## src/hw/rtl/gcr_pkg.sv

```systemverilog
// ----------------------------------------------------------------------------
// gcr_pkg
// Shared types, cell codes and the 4-to-5 group code table for the encoder.
// ----------------------------------------------------------------------------
package gcr_pkg;

    // a job holds every output byte made by one input item
    localparam int unsigned JOB_BYTES = 4;

    // two-bit cell codes
    localparam logic [1:0] CELL_ONE  = 2'b10;
    localparam logic [1:0] CELL_ZERO = 2'b00;

    typedef struct packed {
        logic [JOB_BYTES-1:0][7:0] bytes;  // bytes[3] goes out first
        logic [2:0]                count;  // number of valid bytes, 2..4
        logic                      last;   // item closed the stream
    } t_job;

    // fixed 4-to-5 group code
    function automatic logic [4:0] gcr_code(input logic [3:0] nib);
        logic [4:0] code;
        unique case (nib)
            4'h0: code = 5'h0A;
            4'h1: code = 5'h0B;
            4'h2: code = 5'h12;
            4'h3: code = 5'h13;
            4'h4: code = 5'h0E;
            4'h5: code = 5'h0F;
            4'h6: code = 5'h16;
            4'h7: code = 5'h17;
            4'h8: code = 5'h09;
            4'h9: code = 5'h19;
            4'hA: code = 5'h1A;
            4'hB: code = 5'h1B;
            4'hC: code = 5'h0D;
            4'hD: code = 5'h1D;
            4'hE: code = 5'h1E;
            4'hF: code = 5'h15;
        endcase
        return code;
    endfunction

    // every bit becomes one cell, msb cell on top
    function automatic logic [9:0] to_cells(input logic [4:0] bits);
        logic [9:0] cells;
        for (int i = 0; i < 5; i++) begin
            cells[2*i +: 2] = bits[i] ? CELL_ONE : CELL_ZERO;
        end
        return cells;
    endfunction

endpackage

```

## src/hw/rtl/gcr_cell_pack.sv

```systemverilog
// ----------------------------------------------------------------------------
// gcr_cell_pack
// Codes both nibbles of one byte into cells, joins them to the pending cells
// and cuts the result into a job of packed output bytes. Holds the residue.
// ----------------------------------------------------------------------------
module gcr_cell_pack (
    input  logic          i_clk,
    input  logic          i_rst_n,
    input  logic          i_load,
    input  logic [7:0]    i_data_byte,
    input  logic [7:0]    i_raw_nibble_mask,
    input  logic          i_last_byte,
    output gcr_pkg::t_job o_job
);
    import gcr_pkg::*;

    logic [5:0]  r_res_cells;
    logic [1:0]  r_res_count;
    logic [5:0]  n_res_cells;
    logic [1:0]  n_res_count;

    logic        hi_raw;
    logic        lo_raw;
    logic [4:0]  hi_bits;
    logic [4:0]  lo_bits;
    logic [9:0]  hi_cells;
    logic [9:0]  lo_cells;
    logic [2:0]  hi_len;
    logic [2:0]  lo_len;
    logic [31:0] acc_hi;
    logic [31:0] acc;
    logic [3:0]  total;
    logic [5:0]  align_sh;
    logic [31:0] word;
    logic [1:0]  rem;

    // nibble coding, raw nibbles are four cells
    always_comb begin
        hi_raw   = (i_raw_nibble_mask[7:4] != 4'd0);
        lo_raw   = (i_raw_nibble_mask[3:0] != 4'd0);
        hi_bits  = hi_raw ? {1'b0, i_data_byte[7:4]} : gcr_code(i_data_byte[7:4]);
        lo_bits  = lo_raw ? {1'b0, i_data_byte[3:0]} : gcr_code(i_data_byte[3:0]);
        hi_cells = to_cells(hi_bits);
        lo_cells = to_cells(lo_bits);
        hi_len   = hi_raw ? 3'd4 : 3'd5;
        lo_len   = lo_raw ? 3'd4 : 3'd5;
    end

    // join residue and new cells, then left align into four bytes
    always_comb begin
        acc_hi   = (32'(r_res_cells) << {hi_len, 1'b0}) | 32'(hi_cells);
        acc      = (acc_hi << {lo_len, 1'b0}) | 32'(lo_cells);
        total    = 4'(r_res_count) + 4'(hi_len) + 4'(lo_len);
        align_sh = 6'd32 - {1'b0, total, 1'b0};
        word     = acc << align_sh;
        rem      = total[1:0];
    end

    // job: whole bytes, plus a zero padded byte on a flush with cells left over
    always_comb begin
        o_job.bytes = word;
        o_job.count = {1'b0, total[3:2]} + 3'((i_last_byte && rem != 2'd0) ? 1 : 0);
        o_job.last  = i_last_byte;
    end

    // leftover cells for the next item
    always_comb begin
        unique case (rem)
            2'd0: n_res_cells = 6'd0;
            2'd1: n_res_cells = {4'd0, acc[1:0]};
            2'd2: n_res_cells = {2'd0, acc[3:0]};
            2'd3: n_res_cells = acc[5:0];
        endcase
        n_res_count = rem;
        if (i_last_byte) begin
            n_res_cells = 6'd0;
            n_res_count = 2'd0;
        end
    end

    always_ff @(posedge i_clk) begin
        if (!i_rst_n) begin
            r_res_cells <= 6'd0;
            r_res_count <= 2'd0;
        end else if (i_load) begin
            r_res_cells <= n_res_cells;
            r_res_count <= n_res_count;
        end
    end

endmodule

```

## src/hw/rtl/gcr_byte_ser.sv

```systemverilog
// ----------------------------------------------------------------------------
// gcr_byte_ser
// Holds one job and hands its bytes out one per transfer, first byte first.
// Takes the next job in the cycle its final byte leaves.
// ----------------------------------------------------------------------------
module gcr_byte_ser (
    input  logic          i_clk,
    input  logic          i_rst_n,
    input  logic          i_load,
    input  gcr_pkg::t_job i_job,
    output logic          o_ready,
    output logic          o_out_valid,
    input  logic          i_out_stall,
    output logic [7:0]    o_cell_byte,
    output logic          o_last_of_run,
    output logic          o_end_of_stream
);
    import gcr_pkg::*;

    logic [JOB_BYTES-1:0][7:0] r_bytes;
    logic [2:0]                r_count;
    logic [1:0]                r_index;
    logic                      r_last;
    logic                      out_xfer;

    assign out_xfer = o_out_valid && !i_out_stall;
    assign o_ready  = (r_count == 3'd0) || (r_count == 3'd1 && !i_out_stall);

    // present the current byte
    assign o_out_valid     = (r_count != 3'd0);
    assign o_cell_byte     = r_bytes[2'd3 - r_index];
    assign o_last_of_run   = (r_count == 3'd1);
    assign o_end_of_stream = (r_count == 3'd1) && r_last;

    // byte counter and index
    always_ff @(posedge i_clk) begin
        if (!i_rst_n) begin
            r_count <= 3'd0;
            r_index <= 2'd0;
        end else if (i_load) begin
            r_count <= i_job.count;
            r_index <= 2'd0;
        end else if (out_xfer) begin
            r_count <= r_count - 3'd1;
            r_index <= r_index + 2'd1;
        end
    end

    // job payload
    always_ff @(posedge i_clk) begin
        if (i_load) begin
            r_bytes <= i_job.bytes;
            r_last  <= i_job.last;
        end
    end

endmodule

```

## src/hw/rtl/gcr_cell_stream_encoder.sv

```systemverilog
// ----------------------------------------------------------------------------
// gcr_cell_stream_encoder
// Codes bytes nibble by nibble into two-bit cells and packs them into bytes.
// ----------------------------------------------------------------------------
//  channel | direction | handshake               | payload
//  input   | in        | i_in_valid / o_in_stall | data_byte, raw_nibble_mask, last_byte
//  output  | out       | o_out_valid / i_out_stall | cell_byte, last_of_run, end_of_stream
//
//  An item is held in the input register, then its 2 to 4 bytes leave one
//  per cycle from the job register while the output is not stalled; the
//  single output byte port sets how fast items can follow.
//  A new item enters while the previous job sends its final byte.
//  Reset is synchronous and active low, and clears the pending cells.
//  A stall on the output holds the current byte and backs up into o_in_stall.
// ----------------------------------------------------------------------------
module gcr_cell_stream_encoder (
    input  logic       i_clk,
    input  logic       i_rst_n,
    input  logic       i_in_valid,
    output logic       o_in_stall,
    input  logic [7:0] i_data_byte,
    input  logic [7:0] i_raw_nibble_mask,
    input  logic       i_last_byte,
    output logic       o_out_valid,
    input  logic       i_out_stall,
    output logic [7:0] o_cell_byte,
    output logic       o_last_of_run,
    output logic       o_end_of_stream
);
    import gcr_pkg::*;

    logic       r_in_valid;
    logic [7:0] r_data_byte;
    logic [7:0] r_raw_nibble_mask;
    logic       r_last_byte;
    logic       ser_ready;
    logic       job_load;
    logic       in_xfer;
    t_job       job;

    assign job_load   = r_in_valid && ser_ready;
    assign o_in_stall = r_in_valid && !job_load;
    assign in_xfer    = i_in_valid && !o_in_stall;

    // input register
    always_ff @(posedge i_clk) begin
        if (!i_rst_n) begin
            r_in_valid <= 1'b0;
        end else if (!o_in_stall) begin
            r_in_valid <= i_in_valid;
        end
    end

    always_ff @(posedge i_clk) begin
        if (in_xfer) begin
            r_data_byte       <= i_data_byte;
            r_raw_nibble_mask <= i_raw_nibble_mask;
            r_last_byte       <= i_last_byte;
        end
    end

    // coding and packing
    gcr_cell_pack u_pack (
        .i_clk             (i_clk),
        .i_rst_n           (i_rst_n),
        .i_load            (job_load),
        .i_data_byte       (r_data_byte),
        .i_raw_nibble_mask (r_raw_nibble_mask),
        .i_last_byte       (r_last_byte),
        .o_job             (job)
    );

    // byte output
    gcr_byte_ser u_ser (
        .i_clk           (i_clk),
        .i_rst_n         (i_rst_n),
        .i_load          (job_load),
        .i_job           (job),
        .o_ready         (ser_ready),
        .o_out_valid     (o_out_valid),
        .i_out_stall     (i_out_stall),
        .o_cell_byte     (o_cell_byte),
        .o_last_of_run   (o_last_of_run),
        .o_end_of_stream (o_end_of_stream)
    );

endmodule

```

## config.mk

```make
export PLATFORM = sky130hd
export DESIGN_NAME = gcr_cell_stream_encoder
export DESIGN_NICKNAME = d
export VERILOG_FILES = /design/src/hw/rtl/gcr_pkg.sv /design/src/hw/rtl/gcr_cell_pack.sv /design/src/hw/rtl/gcr_byte_ser.sv /design/src/hw/rtl/gcr_cell_stream_encoder.sv
export SDC_FILE = /design/constraint.sdc
export NUM_CORES = 1
export LEC_CHECK = 0
export ABC_AREA = 0
export BUFFER_PORTS_ARGS = -buffer_cell sky130_fd_sc_hd__buf_4
export CAP_MARGIN = 20
export CORE_MARGIN = 3
export CORE_UTILIZATION = 60
export DETAILED_ROUTE_END_ITERATION = 12
export GPL_TIMING_DRIVEN = 1
export PLACE_DENSITY = 0.81
export SLEW_MARGIN = 20
export SYNTH_ARGS = -nofsm -noshare
export SYNTH_HDL_FRONTEND = slang
export SYNTH_SLANG_ARGS = --single-unit
```

## constraint.sdc

```tcl
create_clock -name i_clk -period 4.76 [get_ports i_clk]
set_clock_uncertainty 0.2 [all_clocks]
set_input_delay 0.476 -clock i_clk [delete_from_list [all_inputs] [get_ports i_clk]]
set_output_delay 0.476 -clock i_clk [all_outputs]
set_load 0.005 [all_outputs]
```

==> out/qor.yml, run 1 <==
run_status:
  status: "finished clean"
pwr:
  ir_drop_uv: 222
  finalPower_mw: 1.56
  power_frac_seq_pct: 43.8
  power_density_nw_per_um2: 416
  cellInternalPower_mw: 1.01
  power_frac_comb_pct: 38.6
  p_sw_mw: 0.556
  power_leakage_nw: 1.47
  netSwitchingFraction_pct: 35.6
  power.share.clock_pct: 17.6
synth:
  synthArstFlopShare_pct: 0
  synthAdderAreaFrac_pct: 4.34
  synth_compound_area_share_pct: 16.5
  synth-seq-area-share_pct: 41.6
  syn-instance-count: 337
  synth_flop_cell: "edfxtp_1"
  synth_top_area_share_pct: 29.5
  syn_area_per_cell_sq_um: 10.3
  yosys_warnings: 0
  synth_top_family_by_area: "compound AO/OA/AOI/OAI gates"
  syn_area_sq_um: 3460
  synth_largest_area_cell: "edfxtp_1"
  synthSimpleGateAreaFrac_pct: 14.7
  synth_edf_count: 34
  muxShareOfSynthArea_pct: 14.7
  synth_xor_area_share_pct: 1.26
  netlist_top_cells_area: "edfxtp_1 29%, dfxtp_1 12%, mux2i_1 7.2%, mux4_2 5.9%, ha_1 4.3%"
  synth.distinct_cells: 62
  synth-seq-cells: 55
timing:
  setup_slack_ns: 0.636
  relSlewSlack_pct: 37.3
  fin_tns_setup_ns: 0
  hold_viol_final: 0
  drv_slew: 0
  worst_slew_pin_slew_ns: 0.936
  finalCriticalPeriod_ns: 4.12
  setup_viol: 0
  fin_crit_sh_pct: 86.6
  rsz0062_at_grt: "false"
  fmax_mhz: 243
routing:
  postRouteAntennaNets: 0
  drt_iter0_drc: 304
  drc: 0
  routedWlPerCell_microns: 16.5
  via_count: 2664
  avgViaCountPerCell: 6.17
  wl_mm: 7.15
  drtPass1Iterations: 4
worst_setup_path:
  crit_type: "flip-flop to flip-flop"
  r2r_start: "r_raw_nibble_mask[5]"
  critical_path_arrival_ns: 4.00
  cp-start-kind: "flip-flop"
  rr_worst_depth: 13
  regToRegEndpoint: "u_ser.r_bytes[23]"
  cp.required_ns: 4.63
  cp_max_fo: 16
  r2r_setup_slack_ns: 0.64
  end_kind: "flip-flop"
die:
  start_util_pct: 62.5
  ios: 33
  die_w_microns: 82.0
  dieArea_sq_um: 6720
  die_h_microns: 82.0
  coreArea_sq_um: 5540
  num_rows: 27
placed_design:
  dpl_worst_slack_ns: 0.695
  port_buffers: 28
  dp_hpwl_mm: 5.31
  place_congestion: 0.982
clock_tree:
  clkSlewWorstSetupHoldPaths_ns: 0.11
  clock-sinks: 55
  cts_buffer_depth: 2
  cts_setup_buffers: 0
  numCtsBuffers: 5
  cts_root_buffer: "clkbuf_8"
  cts_resized: 0
  clk_latency_ns: 0.32
  holdBufCountCts: 0
  cts_htree_levels: 2
  cts_tree: "done"
finish:
  n_antenna_cell: 0
  drive_above_1_share_pct: 18.6
  nNetsFinal: 392
  synthToLayoutAreaGrowth_pct: 8.35
flow_run:
  cap_violations: 0
global_route:
  grt_max_degree: 22
  grt_usage_pct: 23.0
  overflow: 0
  antenna_found_initial: 0
  grt_pass1_wl_mm: 12.0
  grt_pass1_vias: 2494
worst_hold_path:
  hold_path.class: "input port to flip-flop"
  min-delay-start: "i_raw_nibble_mask[3]"
  hold_end: "r_raw_nibble_mask[3]"
  hold_depth: 1
==> layout make-up <==
cell class	count	area, sq um
inverter	14	52.6
timing repair buffer	36	270
fill	425	1790
clock buffer	5	68.8
tap	72	90.1
clock inverter	3	28.8
multi-input combinational	247	1800
sequential	55	1440
==> Yosys cell counts, types with 3 or more instances <==
cell type and number:
inv_1 12, dfxtp_1 21, clkbuf_1 9, clkbuf_8 4, buf_4 6, mux4_2 9, nand3_1 3, a21oi_1 20
nor2b_1 14, ha_1 12, o21ai_0 16, and2_1 3, edfxtp_1 34, nand2b_1 3, o221ai_1 5, mux2_2 5
xnor2_1 3, a221o_1 3, nor2_1 27, a31oi_1 6, nand2_1 31, nor3_1 12, a211oi_1 3, mux2i_1 25
buf_6 4, o22ai_1 3
==> per-stage QoR <==
stage                     instance area (sq um)  utilization [%]  hold slack (ns)  cells
final                                      3750             67.7            0.124    432
after global routing                       3750             67.7            0.101    432
after CTS                                  3750             67.7            0.119    432
after detailed placement                   3650             66.0            0.299    424
after global placement                     3650             66.0            0.290    424
after floorplan                            3470                -            0.272    340
==> logic make-up after synthesis <==
logic type | count (synthesis)
AND/OR/NAND/NOR | 103
AO/OA/AOI/OAI | 84
flip-flops | 55
multiplexers | 39
buffers and inverters | 38
adder cells (fa/ha/maj) | 12
XOR/XNOR | 5
other | 1
==> placed cells by master (no fill, tap or decap), types with 2 or more instances in the layout <==
cell type / count
dfxtp_1: 21
o2bb2ai_1: 2
ha_1: 12
nor3_1: 12
a221o_1: 3
a31oi_1: 6
buf_4: 36
nor2_1: 27
o211ai_1: 2
a21o_1: 2
mux2i_1: 25
a21boi_0: 2
inv_1: 12
or3_1: 2
o21ai_0: 16
clkinv_4: 2
o221ai_1: 5
xnor2_1: 3
mux2_2: 5
and2_1: 3
nand2b_1: 3
a211oi_1: 3
a21oi_1: 20
nand2_1: 31
o22ai_1: 3
clkbuf_8: 5
o21a_1: 2
mux4_2: 9
nand3_1: 3
conb_1: 4
edfxtp_1: 34
nor2b_1: 13
o221a_2: 2
xor2_1: 2
==> power groups by stage <==
stage	Clock [mW]	Sequential [mW]	Combinational, mW
after floorplan	0	0.668	0.461
after global placement	0	0.690	0.588
after detailed placement	0	0.696	0.599
after CTS	0.280	0.685	0.602
after global routing	0.301	0.696	0.675
final	0.275	0.684	0.603
==> critical path: stages (launching register included) <==
cell	delay [ns]
edfxtp_1	0.44
nor4_2	0.40
xnor2_1	0.29
inv_1	0.09
ha_1	0.18
nand2b_1	0.16
inv_1	0.07
ha_1	0.27
ha_1	0.66
buf_4	0.25
nor2_1	0.07
a2111o_1	0.44
a211o_1	0.24
o2bb2ai_1	0.12
==> worst max-delay path by stage <==
stage                     slack, ns  depth (start not counted)           endpoint                 start
after floorplan                0.71                         13  u_ser.r_bytes[27]  r_raw_nibble_mask[5]
after global placement         0.77                         13  u_ser.r_bytes[23]  r_raw_nibble_mask[5]
after detailed placement       0.70                         13  u_ser.r_bytes[23]  r_raw_nibble_mask[5]
after CTS                      0.66                         13  u_ser.r_bytes[23]  r_raw_nibble_mask[5]
after global routing           0.41                         13  u_ser.r_bytes[23]  r_raw_nibble_mask[5]
final                          0.64                         13  u_ser.r_bytes[23]  r_raw_nibble_mask[5]
==> per-layer routing <==
layer | vias to the layer above | track usage (%) | wire [microns]
met5 | - | 0 | 0
met4 | 0 | 5.81 | 131
met3 | 15 | 4.39 | 452
met2 | 101 | 38.0 | 3470
met1 | 1252 | 31.1 | 3100
li1 | 1296 | - | -
No activity file was read; power rests on OpenSTA's default activity.
==> run 2, diff against run 1 <==
- ABC_AREA: 0 -> default
- GPL_TIMING_DRIVEN: 1 -> 0
==> run 2 against run 1 <==
Routed wire length increased by 4.9%. Cell count increased by 3.2%. Clock power about the same. Worst hold slack improved by 0.0023 ns. Sequential share of layout area decreased by 1.1 points. Fmax decreased by 7.9%. Core utilization increased by 2.1 points. Register-to-register slack got worse by 0.35 ns. Worst setup slack got worse by 0.35 ns. Cell area increased by 3.1%. Sequential cell count unchanged.
==> out/qor.yml, run 2 (synthesis gave the netlist of run 1 again) <==
pwr:
  p_sw_mw: 0.563  # +1.2%
  power_density_nw_per_um2: 409  # -1.7%
  netSwitchingFraction_pct: 35.6  # about the same
  cellInternalPower_mw: 1.02  # +1.3%
  power_frac_seq_pct: 42.6  # -1.2 points
  power_leakage_nw: 1.52  # +3.6%
  power.share.clock_pct: 17.3  # -0.3 points
  power_frac_comb_pct: 40.1  # +1.5 points
  ir_drop_uv: 234  # +5.6%
worst_hold_path:
  hold_path.class: "input port to flip-flop"
finish:
  seq_area_sq_um: 1440  # unchanged
  layout.cells.non_filler: 446  # +3.2%
  nNetsFinal: 406  # +3.6%
  stdcell_area_sq_um: 3870  # +3.1%
  final_common_cell: "edfxtp_1"
  fillers: 445  # +4.7%
  synthToLayoutAreaGrowth_pct: 11.7
  mostFrequentLayoutCells: "34 x edfxtp_1, 33 x buf_4, 31 x nand2_1, 27 x nor2_1, 25 x mux2i_1"
  multiInputGateArea_sq_um: 1810  # +0.28%
  drive_above_1_share_pct: 19.5  # +0.91 points
  n_antenna_cell: 0  # unchanged
clock_tree:
  holdBufCountCts: 0  # unchanged
  cts_htree_levels: 2  # unchanged
  clk_latency_ns: 0.32  # about the same
  cts_tree: "done"
  clock-sinks: 55  # unchanged
  cts_buffer_depth: 2  # unchanged
  clkSlewWorstSetupHoldPaths_ns: 0.11  # about the same
  cts_root_buffer: "clkbuf_8"
  numCtsBuffers: 5  # unchanged
timing:
  hold_viol_final: 0  # unchanged
  rsz0062_at_grt: "false"
  fin_crit_sh_pct: 94.0  # +7.4 points
  relSlewSlack_pct: 45.3  # +8.0 points
  finalCriticalPeriod_ns: 4.48  # +0.352 ns
  fin_tns_setup_ns: 0  # unchanged
  drv_slew: 0  # unchanged
  fmax_mhz: 223  # -7.9%
  setup_viol: 0  # unchanged
  worst_slew_pin_slew_ns: 0.797  # -0.139 ns
run_status:
  status: "finished clean"
worst_setup_path:
  cp.required_ns: 4.63  # about the same
  cp-start-kind: "flip-flop"
  crit_top_cell: "ha_1"
  crit_start: "r_raw_nibble_mask[4]"
  rr_worst_depth: 14  # +1
  crit_end: "u_ser.r_bytes[29]"
  slowest_stage: "nor4_2"
  max_stage_delay_ns: 0.55  # -0.11 ns
  r2r_setup_slack_ns: 0.28  # -0.35 ns
  critical_path_arrival_ns: 4.34  # +0.34 ns
  cp_max_fo: 10  # -6
  end_kind: "flip-flop"
  r2r_start: "r_raw_nibble_mask[4]"
  crit_chain: "nor4_2, xnor2_1, inv_1, ha_1, nand2b_1, inv_1, ha_1, ha_1, buf_6, clkbuf_1, clkinv_1, a222oi_1, a31o_2, a2bb2oi_1"
  crit_type: "flip-flop to flip-flop"
  regToRegEndpoint: "u_ser.r_bytes[29]"
die:
  ios: 33  # unchanged
  num_rows: 27  # unchanged
  start_util_pct: 62.5  # unchanged
  die_h_microns: 82.0  # unchanged
  die_w_microns: 82.0  # unchanged
  dieArea_sq_um: 6720  # unchanged
  coreArea_sq_um: 5540  # unchanged
global_route:
  overflow: 0  # unchanged
  grt_pass1_wl_mm: 12.2  # +2.0%
  grt_max_degree: 27  # +23%
  grt_usage_pct: 23.8  # +0.79 points
  grt_pass1_vias: 2534  # +1.6%
  antenna_found_initial: 0  # unchanged
placed_design:
  dp_hpwl_mm: 5.80  # +9.1%
  port_buffers: 27  # -3.6%
  postPlaceCellArea_sq_um: 3770  # +3.1%
  place_congestion: 0.891  # -9.3%
  place_inst: 439  # +3.5%
routing:
  wl_mm: 7.50  # +4.9%
  drc: 0  # unchanged
  postRouteAntennaNets: 0  # unchanged
  drt_iter0_drc: 187  # -38%
  drtPass1Iterations: 4  # unchanged
  via_count: 2677  # +0.49%
  avgViaCountPerCell: 6.00  # -2.7%
  routedWlPerCell_microns: 16.8  # +1.6%
flow_run:
  cap_violations: 0  # unchanged
==> run 2: how the worst min path moves through the flow <==
stage                                     from              endpoint  slack [ns]  cells after the start
after floorplan               u_ser.r_count[0]      u_ser.r_count[0]        0.27                      2
after global placement        u_ser.r_count[0]      u_ser.r_count[0]        0.29                      2
after detailed placement      u_ser.r_count[0]      u_ser.r_count[0]        0.30                      2
after CTS                 i_raw_nibble_mask[2]  r_raw_nibble_mask[2]        0.12                      1
after global routing      i_raw_nibble_mask[3]  r_raw_nibble_mask[3]        0.11                      1
final                     i_raw_nibble_mask[3]  r_raw_nibble_mask[3]        0.13                      1
==> run 2: critical path: cells and delay by family, from the launching register on <==
family / cells / cell delay [ns]
and+or+nand+nor: 2 / 0.70
AOI/OAI and AO/OA: 3 / 0.64
adders and majority gates: 3 / 0.75
DFF: 1 / 0.45
buffers and inverters: 5 / 1.15
xor gates and xnor gates: 1 / 0.33
==> run 2: power by group through the flow <==
stage	sequential [mW]	combinational [mW]	clock, mW
floorplan	0.668	0.461	0
global placement	0.680	0.620	0
CTS	0.675	0.630	0.279
global route	0.685	0.703	0.296
finish	0.674	0.634	0.273
detailed placement	0.687	0.628	0
==> run 2: layer usage <==
| layer | global-route usage (%) | routed length, microns | vias up |
|---|---|---|---|
| met1 | 30.3 | 3310 | 1262 |
| met4 | 8.47 | 147 | 0 |
| li1 | - | - | 1314 |
| met3 | 4.06 | 372 | 14 |
| met2 | 40.6 | 3670 | 87 |
| met5 | 0 | 0 | - |
==> run 2: layout make-up <==
class                      count  area share, %
sequential                    55           37.3
timing repair buffer          27           5.24
tap                           72           2.33
clock inverter                 3          0.679
buffer                        23           4.66
clock buffer                   5           1.78
inverter                      14           1.36
multi-input combinational    247           46.7
==> run 2: through the flow <==
step                hold WS (ns)  power (mW)  util [%]  setup WS, ns
finish                     0.127        1.58      69.8         0.285
floorplan                  0.272        1.13         -         0.710
global placement           0.290        1.30      68.0        -0.134
CTS                        0.118        1.58      69.6         0.241
global route               0.110        1.68      69.8       0.00412
detailed placement         0.300        1.31      68.0        -0.124
==> run 2: what timing repair did <==
action | in CTS | in global routing
buffers inserted | 0 | 0
gates resized for setup | 0 | 1
setup endpoints to repair | 2 | 2
